**config.mk**
```make
export PLATFORM = sky130hd
export DESIGN_NAME = csv_field_tokenizer_top
export DESIGN_NICKNAME = d
export VERILOG_FILES = /design/src/sv/csvt_pkg.sv /design/src/sv/csvt_ctrl.sv /design/src/sv/csvt_dp.sv /design/src/sv/csv_field_tokenizer_top.sv
export SDC_FILE = /design/constraint.sdc
export NUM_CORES = 1
export LEC_CHECK = 0
export ABC_AREA = 0
export BUFFER_PORTS_ARGS = -buffer_cell sky130_fd_sc_hd__buf_2
export CAP_MARGIN = 20
export CORE_MARGIN = 5
export CORE_UTILIZATION = 30
export CTS_CLUSTER_DIAMETER = 120
export CTS_CLUSTER_SIZE = 14
export DETAILED_ROUTE_END_ITERATION = 8
export GPL_TIMING_DRIVEN = 0
export PLACE_DENSITY = 0.43
export SLEW_MARGIN = 25
export SYNTH_ARGS = -nofsm -noshare
export SYNTH_HDL_FRONTEND = slang
export SYNTH_SLANG_ARGS = --single-unit
```
**constraint.sdc**
```tcl
create_clock -name clk -period 3.3 [get_ports clk]
set_input_delay 0.165 -clock clk [delete_from_list [all_inputs] [get_ports clk]]
set_output_delay 0.165 -clock clk [all_outputs]
set_load 0.02 [all_outputs]
```
**src/sv/csvt_pkg.sv**
```systemverilog
package csvt_pkg;

  localparam int HOLD_DEPTH = 16;
  localparam int CNT_W      = $clog2(HOLD_DEPTH + 1);
  localparam int IDX_W      = (HOLD_DEPTH > 1) ? $clog2(HOLD_DEPTH) : 1;

  localparam logic [7:0] CH_QUOTE = 8'h22;
  localparam logic [7:0] CH_COMMA = 8'h2C;
  localparam logic [7:0] CH_SPACE = 8'h20;
  localparam logic [7:0] CH_TAB   = 8'h09;
  localparam logic [7:0] CH_CR    = 8'h0D;
  localparam logic [7:0] CH_LF    = 8'h0A;

  localparam logic [2:0] KIND_BYTE      = 3'd0;
  localparam logic [2:0] KIND_FIELD_END = 3'd1;
  localparam logic [2:0] KIND_LINE_END  = 3'd2;
  localparam logic [2:0] KIND_UNTERM    = 3'd3;
  localparam logic [2:0] KIND_OVERFLOW  = 3'd4;

  typedef struct packed {
    logic take;
    logic load_held;
    logic load_final;
  } cmd_t;

  typedef struct packed {
    logic out_busy;
    logic flush_req;
    logic flush_last;
  } stat_t;

endpackage

```
**src/sv/csvt_ctrl.sv**
```systemverilog
module csvt_ctrl (
  input  logic           clk,
  input  logic           rst_n,
  input  logic           in_tvalid,
  output logic           in_tready,
  input  logic           out_tready,
  input  csvt_pkg::stat_t stat,
  output csvt_pkg::cmd_t  cmd
);

  localparam logic ST_IDLE  = 1'b0;
  localparam logic ST_FLUSH = 1'b1;

  logic state_r;
  logic state_nxt;
  logic out_free;

  assign out_free = !stat.out_busy || out_tready;

  always_comb begin
    state_nxt      = state_r;
    in_tready      = 1'b0;
    cmd.take       = 1'b0;
    cmd.load_held  = 1'b0;
    cmd.load_final = 1'b0;
    unique case (state_r)
      ST_IDLE: begin
        in_tready = out_free;
        if (in_tvalid && out_free) begin
          cmd.take = 1'b1;
          if (stat.flush_req) begin
            state_nxt = ST_FLUSH;
          end
        end
      end
      ST_FLUSH: begin
        if (out_free) begin
          if (stat.flush_last) begin
            cmd.load_final = 1'b1;
            state_nxt      = ST_IDLE;
          end else begin
            cmd.load_held = 1'b1;
          end
        end
      end
      default: state_nxt = ST_IDLE;
    endcase
  end

  always_ff @(posedge clk) begin
    if (!rst_n) begin
      state_r <= ST_IDLE;
    end else begin
      state_r <= state_nxt;
    end
  end

endmodule

```
**src/sv/csvt_dp.sv**
```systemverilog
module csvt_dp (
  input  logic            clk,
  input  logic            rst_n,
  input  logic [7:0]      in_byte,
  input  logic            end_of_line,
  input  logic            out_tready,
  input  csvt_pkg::cmd_t  cmd,
  output csvt_pkg::stat_t stat,
  output logic            out_valid,
  output logic [7:0]      out_byte,
  output logic [2:0]      out_kind,
  output logic            out_last
);

  logic                       in_quotes_r, in_quotes_nxt;
  logic                       quote_pend_r, quote_pend_nxt;
  logic                       started_r, started_nxt;
  logic [csvt_pkg::CNT_W-1:0] held_cnt_r, held_cnt_nxt;
  logic [csvt_pkg::CNT_W-1:0] idx_r, idx_nxt;
  logic [7:0]                 held_r [csvt_pkg::HOLD_DEPTH];
  logic [7:0]                 pend_byte_r, pend_byte_nxt;
  logic                       out_valid_r, out_valid_nxt;
  logic [7:0]                 out_byte_r, out_byte_nxt;
  logic [2:0]                 out_kind_r, out_kind_nxt;
  logic                       out_last_r, out_last_nxt;

  logic                       dec_iq, dec_qp, dec_started, dec_emit, dec_flush, dec_hold;
  logic [csvt_pkg::CNT_W-1:0] dec_cnt;
  logic [2:0]                 dec_kind;
  logic [7:0]                 dec_byte;
  logic                       iq_eff, content, is_quote, is_comma, is_space;
  logic                       hold_wr;

  assign is_quote = in_byte == csvt_pkg::CH_QUOTE;
  assign is_comma = in_byte == csvt_pkg::CH_COMMA;
  assign is_space = in_byte == csvt_pkg::CH_SPACE || in_byte == csvt_pkg::CH_TAB ||
                    in_byte == csvt_pkg::CH_CR || in_byte == csvt_pkg::CH_LF;
  assign iq_eff   = quote_pend_r ? 1'b0 : in_quotes_r;

  always_comb begin
    dec_iq      = in_quotes_r;
    dec_qp      = 1'b0;
    dec_started = started_r;
    dec_cnt     = held_cnt_r;
    dec_emit    = 1'b0;
    dec_flush   = 1'b0;
    dec_hold    = 1'b0;
    dec_kind    = csvt_pkg::KIND_BYTE;
    dec_byte    = 8'd0;
    content     = 1'b0;
    if (quote_pend_r && !end_of_line && is_quote) begin
      content = 1'b1;
    end else begin
      dec_iq = iq_eff;
      if (end_of_line) begin
        dec_emit    = 1'b1;
        dec_kind    = iq_eff ? csvt_pkg::KIND_UNTERM : csvt_pkg::KIND_LINE_END;
        dec_iq      = 1'b0;
        dec_started = 1'b0;
        dec_cnt     = '0;
      end else if (is_quote) begin
        if (iq_eff) begin
          dec_qp = 1'b1;
        end else begin
          dec_iq = 1'b1;
        end
      end else if (is_comma && !iq_eff) begin
        dec_emit    = 1'b1;
        dec_kind    = csvt_pkg::KIND_FIELD_END;
        dec_started = 1'b0;
        dec_cnt     = '0;
      end else begin
        content = 1'b1;
      end
    end
    if (content) begin
      if (is_space) begin
        if (started_r) begin
          if (held_cnt_r < csvt_pkg::CNT_W'(csvt_pkg::HOLD_DEPTH)) begin
            dec_hold = 1'b1;
            dec_cnt  = held_cnt_r + csvt_pkg::CNT_W'(1);
          end else begin
            dec_emit = 1'b1;
            dec_kind = csvt_pkg::KIND_OVERFLOW;
          end
        end
      end else begin
        dec_started = 1'b1;
        if (held_cnt_r != '0) begin
          dec_flush = 1'b1;
        end else begin
          dec_emit = 1'b1;
          dec_byte = in_byte;
        end
      end
    end
  end

  always_comb begin
    in_quotes_nxt  = in_quotes_r;
    quote_pend_nxt = quote_pend_r;
    started_nxt    = started_r;
    held_cnt_nxt   = held_cnt_r;
    idx_nxt        = idx_r;
    pend_byte_nxt  = pend_byte_r;
    out_valid_nxt  = out_valid_r && !out_tready;
    out_byte_nxt   = out_byte_r;
    out_kind_nxt   = out_kind_r;
    out_last_nxt   = out_last_r;
    hold_wr        = 1'b0;
    if (cmd.take) begin
      in_quotes_nxt  = dec_iq;
      quote_pend_nxt = dec_qp;
      started_nxt    = dec_started;
      held_cnt_nxt   = dec_cnt;
      hold_wr        = dec_hold;
      if (dec_flush) begin
        out_valid_nxt = 1'b1;
        out_byte_nxt  = held_r[0];
        out_kind_nxt  = csvt_pkg::KIND_BYTE;
        out_last_nxt  = 1'b0;
        idx_nxt       = csvt_pkg::CNT_W'(1);
        pend_byte_nxt = in_byte;
      end else if (dec_emit) begin
        out_valid_nxt = 1'b1;
        out_byte_nxt  = dec_byte;
        out_kind_nxt  = dec_kind;
        out_last_nxt  = 1'b1;
      end
    end else if (cmd.load_held) begin
      out_valid_nxt = 1'b1;
      out_byte_nxt  = held_r[idx_r[csvt_pkg::IDX_W-1:0]];
      out_kind_nxt  = csvt_pkg::KIND_BYTE;
      out_last_nxt  = 1'b0;
      idx_nxt       = idx_r + csvt_pkg::CNT_W'(1);
    end else if (cmd.load_final) begin
      out_valid_nxt = 1'b1;
      out_byte_nxt  = pend_byte_r;
      out_kind_nxt  = csvt_pkg::KIND_BYTE;
      out_last_nxt  = 1'b1;
      held_cnt_nxt  = '0;
    end
  end

  always_ff @(posedge clk) begin
    if (!rst_n) begin
      in_quotes_r  <= 1'b0;
      quote_pend_r <= 1'b0;
      started_r    <= 1'b0;
      held_cnt_r   <= '0;
      idx_r        <= '0;
      out_valid_r  <= 1'b0;
    end else begin
      in_quotes_r  <= in_quotes_nxt;
      quote_pend_r <= quote_pend_nxt;
      started_r    <= started_nxt;
      held_cnt_r   <= held_cnt_nxt;
      idx_r        <= idx_nxt;
      out_valid_r  <= out_valid_nxt;
    end
  end

  always_ff @(posedge clk) begin
    pend_byte_r <= pend_byte_nxt;
    out_byte_r  <= out_byte_nxt;
    out_kind_r  <= out_kind_nxt;
    out_last_r  <= out_last_nxt;
    if (hold_wr) begin
      held_r[held_cnt_r[csvt_pkg::IDX_W-1:0]] <= in_byte;
    end
  end

  assign stat.out_busy   = out_valid_r;
  assign stat.flush_req  = dec_flush;
  assign stat.flush_last = idx_r == held_cnt_r;

  assign out_valid = out_valid_r;
  assign out_byte  = out_byte_r;
  assign out_kind  = out_kind_r;
  assign out_last  = out_last_r;

endmodule

```
**src/sv/csv_field_tokenizer_top.sv**
```systemverilog
// CSV field tokenizer for one line at a time.
// The input stream carries one character per request in in_tdata, or an
// end-of-line marker when in_tuser is high. The output stream carries one
// result per transfer: a content byte, a field end, a field and line end,
// an unterminated quote or a whitespace overflow, with out_tlast marking
// the final result caused by one input request.
// An input request that causes at most one result, or none, does not hold
// off input, and its result appears on the output in the cycle after acceptance.
// A content byte that follows held inner whitespace causes one result per
// held byte, up to 16, and then its own, while the hold buffer is drained through
// the output register; input is not accepted during that burst.
// The output register lets a new input request be accepted in the same cycle
// in which the waiting result is taken. When the receiver stalls, the result
// stays in the output register and input is held off.
// Reset clears quote mode, the field state and the hold count, and empties
// the output register.
module csv_field_tokenizer_top (
  input  logic       clk,
  input  logic       rst_n,
  input  logic       in_tvalid,
  output logic       in_tready,
  input  logic [7:0] in_tdata,   // [7:0] in_byte
  input  logic [0:0] in_tuser,   // [0] end_of_line
  output logic       out_tvalid,
  input  logic       out_tready,
  output logic [7:0] out_tdata,  // [7:0] out_byte
  output logic [2:0] out_tuser,  // [2:0] kind
  output logic       out_tlast
);

  csvt_pkg::cmd_t  cmd;
  csvt_pkg::stat_t stat;

  csvt_ctrl u_ctrl (
    .clk        (clk),
    .rst_n      (rst_n),
    .in_tvalid  (in_tvalid),
    .in_tready  (in_tready),
    .out_tready (out_tready),
    .stat       (stat),
    .cmd        (cmd)
  );

  csvt_dp u_dp (
    .clk         (clk),
    .rst_n       (rst_n),
    .in_byte     (in_tdata),
    .end_of_line (in_tuser[0]),
    .out_tready  (out_tready),
    .cmd         (cmd),
    .stat        (stat),
    .out_valid   (out_tvalid),
    .out_byte    (out_tdata),
    .out_kind    (out_tuser),
    .out_last    (out_tlast)
  );

endmodule

```
## Yosys cells after proc, flatten, opt, wreduce, memory -nomap -nowiden

Memories as Yosys holds them, arrays and structs flattened. A register that Yosys moved wholly into a read port is not among the register bits.
Cells that the tools add are included.

- Output and inout bits: 14
- Memories: 1
- RAM bits: 128
- Bits in registers: 35
- Word-level logic and storage cells: 144
- Input bits: 13

- Reduce and logical (&&, ||, !) cells: 22
- Add/subtract/negate cells: 2
- Muxes and demuxes: 95
- Order comparisons: 1
- Bitwise operators: 2
- Equal/unequal tests: 10

Memory list:

| name | words | width | read ports | clocked after memory_dff | write ports | RTL line | text |
|---|---|---|---|---|---|---|---|
| u_dp.held_r | 16 | 8 | 2 | 1 | 1 | csvt_dp.sv:20 | `logic [7:0] held_r [csvt_pkg::HOLD_DEPTH];` |

Operators by type and width:

| kind | count |
|---|---|
| 5-bit 2-to-1 mux | 14 |
| 8-bit 2-to-1 mux | 8 |
| 1-bit 2-to-1 mux | 56 |
| 3-bit 2-to-1 mux | 12 |
| 8-bit by 4-bit equality test with 1-bit output (second input constant) | 3 |
| 8-bit by 6-bit equality test with 1-bit output (second input constant) | 3 |
| 5-bit by 1-bit adder with 5-bit output (second input constant) | 2 |
| 2-bit AND reduction | 5 |
| 4-bit 2-to-1 mux | 2 |
| 5-bit equality test | 1 |
| 1-bit logical AND | 5 |
| 5-bit less-than comparator (second input constant) | 1 |
| 5-bit nonzero test | 1 |
| 1-bit zero test | 4 |
| 1-bit logical OR | 4 |
| 2-bit 2-to-1 mux | 2 |
| 2-bit by 1-bit != test with 1-bit output (second input constant) | 2 |
| 2-bit nonzero test | 2 |
| 3-bit by 1-bit != test with 1-bit output (second input constant) | 1 |
| 3-bit nonzero test | 1 |
| 1-bit NOT | 2 |
| 1-bit one-hot mux with 2 select lines | 1 |

## Depth between registers and ports, before layout

- Depth after elaboration: 14
- Depth in mapped cells: 9
- Depth with buffers taken out: 7

## Modules after synthesis

Synthesis repeated with hierarchy kept, for this count alone.

- Cells, all modules: 504
- Area total of the unflattened synthesis: 7165.6 um^2

By module, submodules not included:

| module | seq. area each (um^2) | instances | area each (um^2) | cells an instance |
|---|---|---|---|---|
| csvt_dp | 4804.6 | 1 | 7080.5 | 495 |
| csvt_ctrl | 20.0 | 1 | 85.1 | 9 |

## Worst setup path after synthesis

OpenSTA, ideal clock, no wires.

- Kind: input to register
- Start point: in in_tdata[1]
- End point: mem u_dp.held_r[2][0] (enable)
- Setup time: 0.395 ns
- Setup slack: 0.719 ns
- Path buffers: 1
- Stages: 6
- Required time: 2.905 ns
- Arrival time: 2.186 ns
- Cell sequence: buf_4 -> nor3b_4 -> o2111ai_4 -> a221oi_4 -> nand2_4 -> nor4_1

- Longest elaborated chain between the ends: 10
- Elaborated cells between the ends (all ways): 20
- Those cells by class: 6 x eq/ne; 9 x mux; 5 x reduce/logical

RTL lines:

| what | RTL line | text |
|---|---|---|
| start, declared | csv_field_tokenizer_top.sv:22 | `input logic [7:0] in_tdata,` |
| 8-bit by 6-bit equality test with 1-bit output | csvt_dp.sv:35 | `assign is_comma = in_byte == csvt_pkg::CH_COMMA;` |
| 1-bit logical AND | csvt_dp.sv:67 | `end else if (is_comma && !iq_eff) begin` |
| 1-bit 2-to-1 mux | csvt_dp.sv:67 |  |
| 1-bit 2-to-1 mux | csvt_dp.sv:61 | `end else if (is_quote) begin` |
| 1-bit 2-to-1 mux | csvt_dp.sv:55 | `if (end_of_line) begin` |
| 1-bit 2-to-1 mux | csvt_dp.sv:51 | `if (quote_pend_r && !end_of_line && is_quote) begin` |
| 1-bit 2-to-1 mux * | csvt_dp.sv:76 | `if (content) begin` |
| 1-bit 2-to-1 mux * | csvt_dp.sv:111 | `if (cmd.take) begin` |
| 1-bit 2-to-1 mux * | csvt_dp.sv:168 | `if (hold_wr) begin` |
| 1-bit 2-to-1 mux (not written as such) * | csvt_dp.sv:169 | `held_r[held_cnt_r[csvt_pkg::IDX_W-1:0]] <= in_byte;` |
| end, declared | csvt_dp.sv:20 |  |

Every way passes the cells marked *; elsewhere a longest branch is shown, timed or not.

## Worst setup path in the final report

- Start point: in in_tdata[1]
- End point: mem u_dp.held_r[3][7] (enable)

The elaborated chain is that of the path after synthesis.

==> metrics.cfg <==
[finish]
num-fill-cells = 2263
fin_area_um2 = 8290
diodes = 0
area_delta_synth_final_pct = 16.5
fin_util_pct = 35.4
post_layout_nonfiller_instances = 824
final_layout_size_suffix_gt1_share_pct = 23.6
num-nets-final = 510

[detailed_routing]
vias = 4063
final_antenna_net_count = 0
via_per_inst = 4.93
wirelength_um = 17700
firstDrtPassIters = 5
drc = 0
avgRoutedWirePerCell_um = 21.4
drtIter0Drc = 278

[critical_path]
crit_chain = buf_2 -> buf_4 -> nor3b_4 -> o2111ai_4 -> a221oi_4 -> nand2_4 -> nor4_2 -> buf_2
crit_buf_inv = 3
end_kind = register
crit_arrival_ps = 3010
cp-start-kind = input pin
rr_worst_depth = 6
crit_cells = 8
critPathTopFamily = simple AND/OR/NAND/NOR gates
cpMostUsedCell = buf_2
worstPathMaxFanout = 18
path_class = input pin to register
slowest_stage = nor4_2
required_ps = 3430
cp_slowest_stage_delay_ps = 670

[die]
die_area_um2 = 26900
io_pins = 27
die_x_um = 164
die_y_um = 164
core_area_um2 = 23400
initial_utilization_pct = 30.4
fp-row-count = 56

[synth]
synth_enable_flop_cells = 148
yosys_warnings = 0
synth.largest_area_cell = edfxtp_1
synth_cell_types = 54
synth_nets = 462
yosysSeqAreaShare_pct = 67.7
yosysTopAreaCellShare_pct = 62.4
synthArstFlopShare_pct = 0
yosys-top-cells-count = edfxtp_1 (148), mux4_2 (32), nand2_1 (32)
synth.area.top_cells = edfxtp_1 (62%), mux4_2 (10%), dfxtp_1 (5.3%)
yosys.cell_count.top_type = edfxtp_1
synth.avg_cell_area_um2 = 16.0
synthFlopType = edfxtp_1
ys_seq_elements = 167
synth_area_um2 = 7120
synthCells = 444

[clocking]
cts_setup_buffers = 0
clockBufferDepth = 2
cts_made_buffers = 17
cts_resized = 0
cts.sinks = 167
tritoncts = built
cts_root_buf = clkbuf_16
clk_latency_ps = 420
htreeDepth = 4
clk_transition_reported_paths_ps = 60
ctsHoldBuffers = 0

[outcome]
status = finished clean

[grt]
grt.total_usage_pct = 13.6
grt_pass1_vias = 4164
grt_pass1_wl_um = 26400
antenna_found_initial = 1
grt_start_max_net_pins = 25
top_usage_layer = met2
grtUsageMet3_pct = 2.81
met2_usage_pct = 21.5
grtUsageMet1_pct = 19.2
gr-total-overflow = 0

[run]
maxCapViolCount = 0

[hold_path]
min_path_cells = 3
hold_class = input pin to register

[sta]
fin_skew_ps = 8.86
worst_slew_pin_slew_ps = 869
min_period_ps = 2880
rsz0062_at_grt = false
fin_tns_setup_ps = 0
hold_ws_ps = 79.2
max_freq_ghz = 0.347
max_slew_margin_pct = 41.8
fin_crit_sh_pct = 87.3
finalHoldViolations = 0
finalMaxSlewViolations = 0
setup-violations-final = 0

[place]
numPortBuffers = 26
place_inst = 792
dp_hpwl_um = 12100
gp_congestion = 0.835
place_area_um2 = 7710

[pwr]
leakage_nw = 2.64
powerDensity_nw_per_um2 = 531
max-vdd-ir-drop_mv = 0.282

[report_power, final]
part           internal [mW]  switching (mW)  total (mW)
Combinational         0.0343           0.102       0.136
Clock                   1.12           0.836        1.96
Sequential              2.31         0.00249        2.31
[per-stage QoR]
stage                     setup WS (ps)  power [mW]
after floorplan                     719        2.42
after global placement             -861        2.49
after detailed placement          -48.6        2.50
after CTS                           397        4.46
after global routing                225        4.55
final                               420        4.41
[flip-flops by register name, summed over array words and instances, names as in the netlist, named ones only]
name               flops
u_dp.out_byte          8
u_dp.in_quotes_r       1
u_dp.quote_pend_r      1
u_dp.held_cnt_r        5
u_dp.held_r          128
u_dp.started_r         1
u_dp.out_kind          3
u_dp.out_last          1
u_ctrl.state_r         1
u_dp.pend_byte_r       8
u_dp.out_valid         1
u_dp.idx_r             5
[worst min-delay path, delay by kind of cell]
family          cells  cell delay, ps
buf+inv             1             150
compound gates      1              60
simple gates        1              70
[area by class of cell]
| type | instances | area, um2 | area share, % |
|---|---|---|---|
| Buffer | 22 | 118 | 1.42 |
| Clock buffer | 18 | 429 | 5.17 |
| Clock inverter | 14 | 150 | 1.81 |
| Inverter | 12 | 45.0 | 0.543 |
| Multi-Input combinational cell | 243 | 2180 | 26.3 |
| Sequential cell | 167 | 4820 | 58.2 |
| Tap cell | 319 | 399 | 4.81 |
| Timing Repair Buffer | 29 | 148 | 1.78 |
[path summary, 6_finish.rpt]
kind,slack [ps],startpoint,to
setup / recovery,420,in_tdata[1],u_dp.held_r[3][7]$_DFFE_PP_
hold / removal,80,rst_n,u_dp.held_cnt_r[2]$_SDFFE_PN0P_
setup reg to reg,440,u_dp.in_quotes_r$_SDFFE_PN0P_,u_dp.held_r[3][7]$_DFFE_PP_
hold reg to reg,540,u_dp.quote_pend_r$_SDFFE_PN0P_,u_dp.quote_pend_r$_SDFFE_PN0P_
[logic make-up (layout without fill, tap and decap cells)]
logic type               Yosys count  in the layout  share of synthesized area [%]
buffers and inverters             34             95                           2.28
XOR/XNOR                           8              8                          0.984
adder cells (fa/ha/maj)            5              5                          0.878
multiplexers                      40             40                           11.2
AO/OA/AOI/OAI                     81             81                           8.64
flip-flops                       167            167                           67.7
AND/OR/NAND/NOR                  109            109                           8.22
[placed cells by master (no fill, tap or decap), types with 3 or more instances in the layout]
master     synthesis  final
mux2i_1            8      8
nand3_1            5      5
nand2_1           32     32
a211oi_1          22     22
xor2_1             8      8
nand4_1            3      3
and2_1             4      4
or3_1              3      3
clkinv_4           0      3
edfxtp_1         148    148
dfxtp_1           19     19
nor2_1            20     20
nor3_2             1      5
mux4_2            32     32
nand2b_1           4      4
a21oi_1           16     16
inv_1             12     12
a41oi_1            5      4
buf_1              3      3
o21ai_0           10     10
buf_6              3      3
nor4_2             0      3
clkbuf_16          0     17
ha_1               5      5
a311o_1            8      8
and3_1             5      5
nor2b_1           13     13
buf_2              7     35
clkbuf_1           8      9
clkinv_2           0      4
[routing by layer]
| metal | share of wire, % | wire, um |
|---|---|---|
| met1 | 48 | 8510 |
| met2 | 47 | 8300 |
| met3 | 3.7 | 662 |
| met4 | 0.97 | 172 |
| met5 | 0.074 | 13 |
No activity file was read; power rests on OpenSTA's default activity.
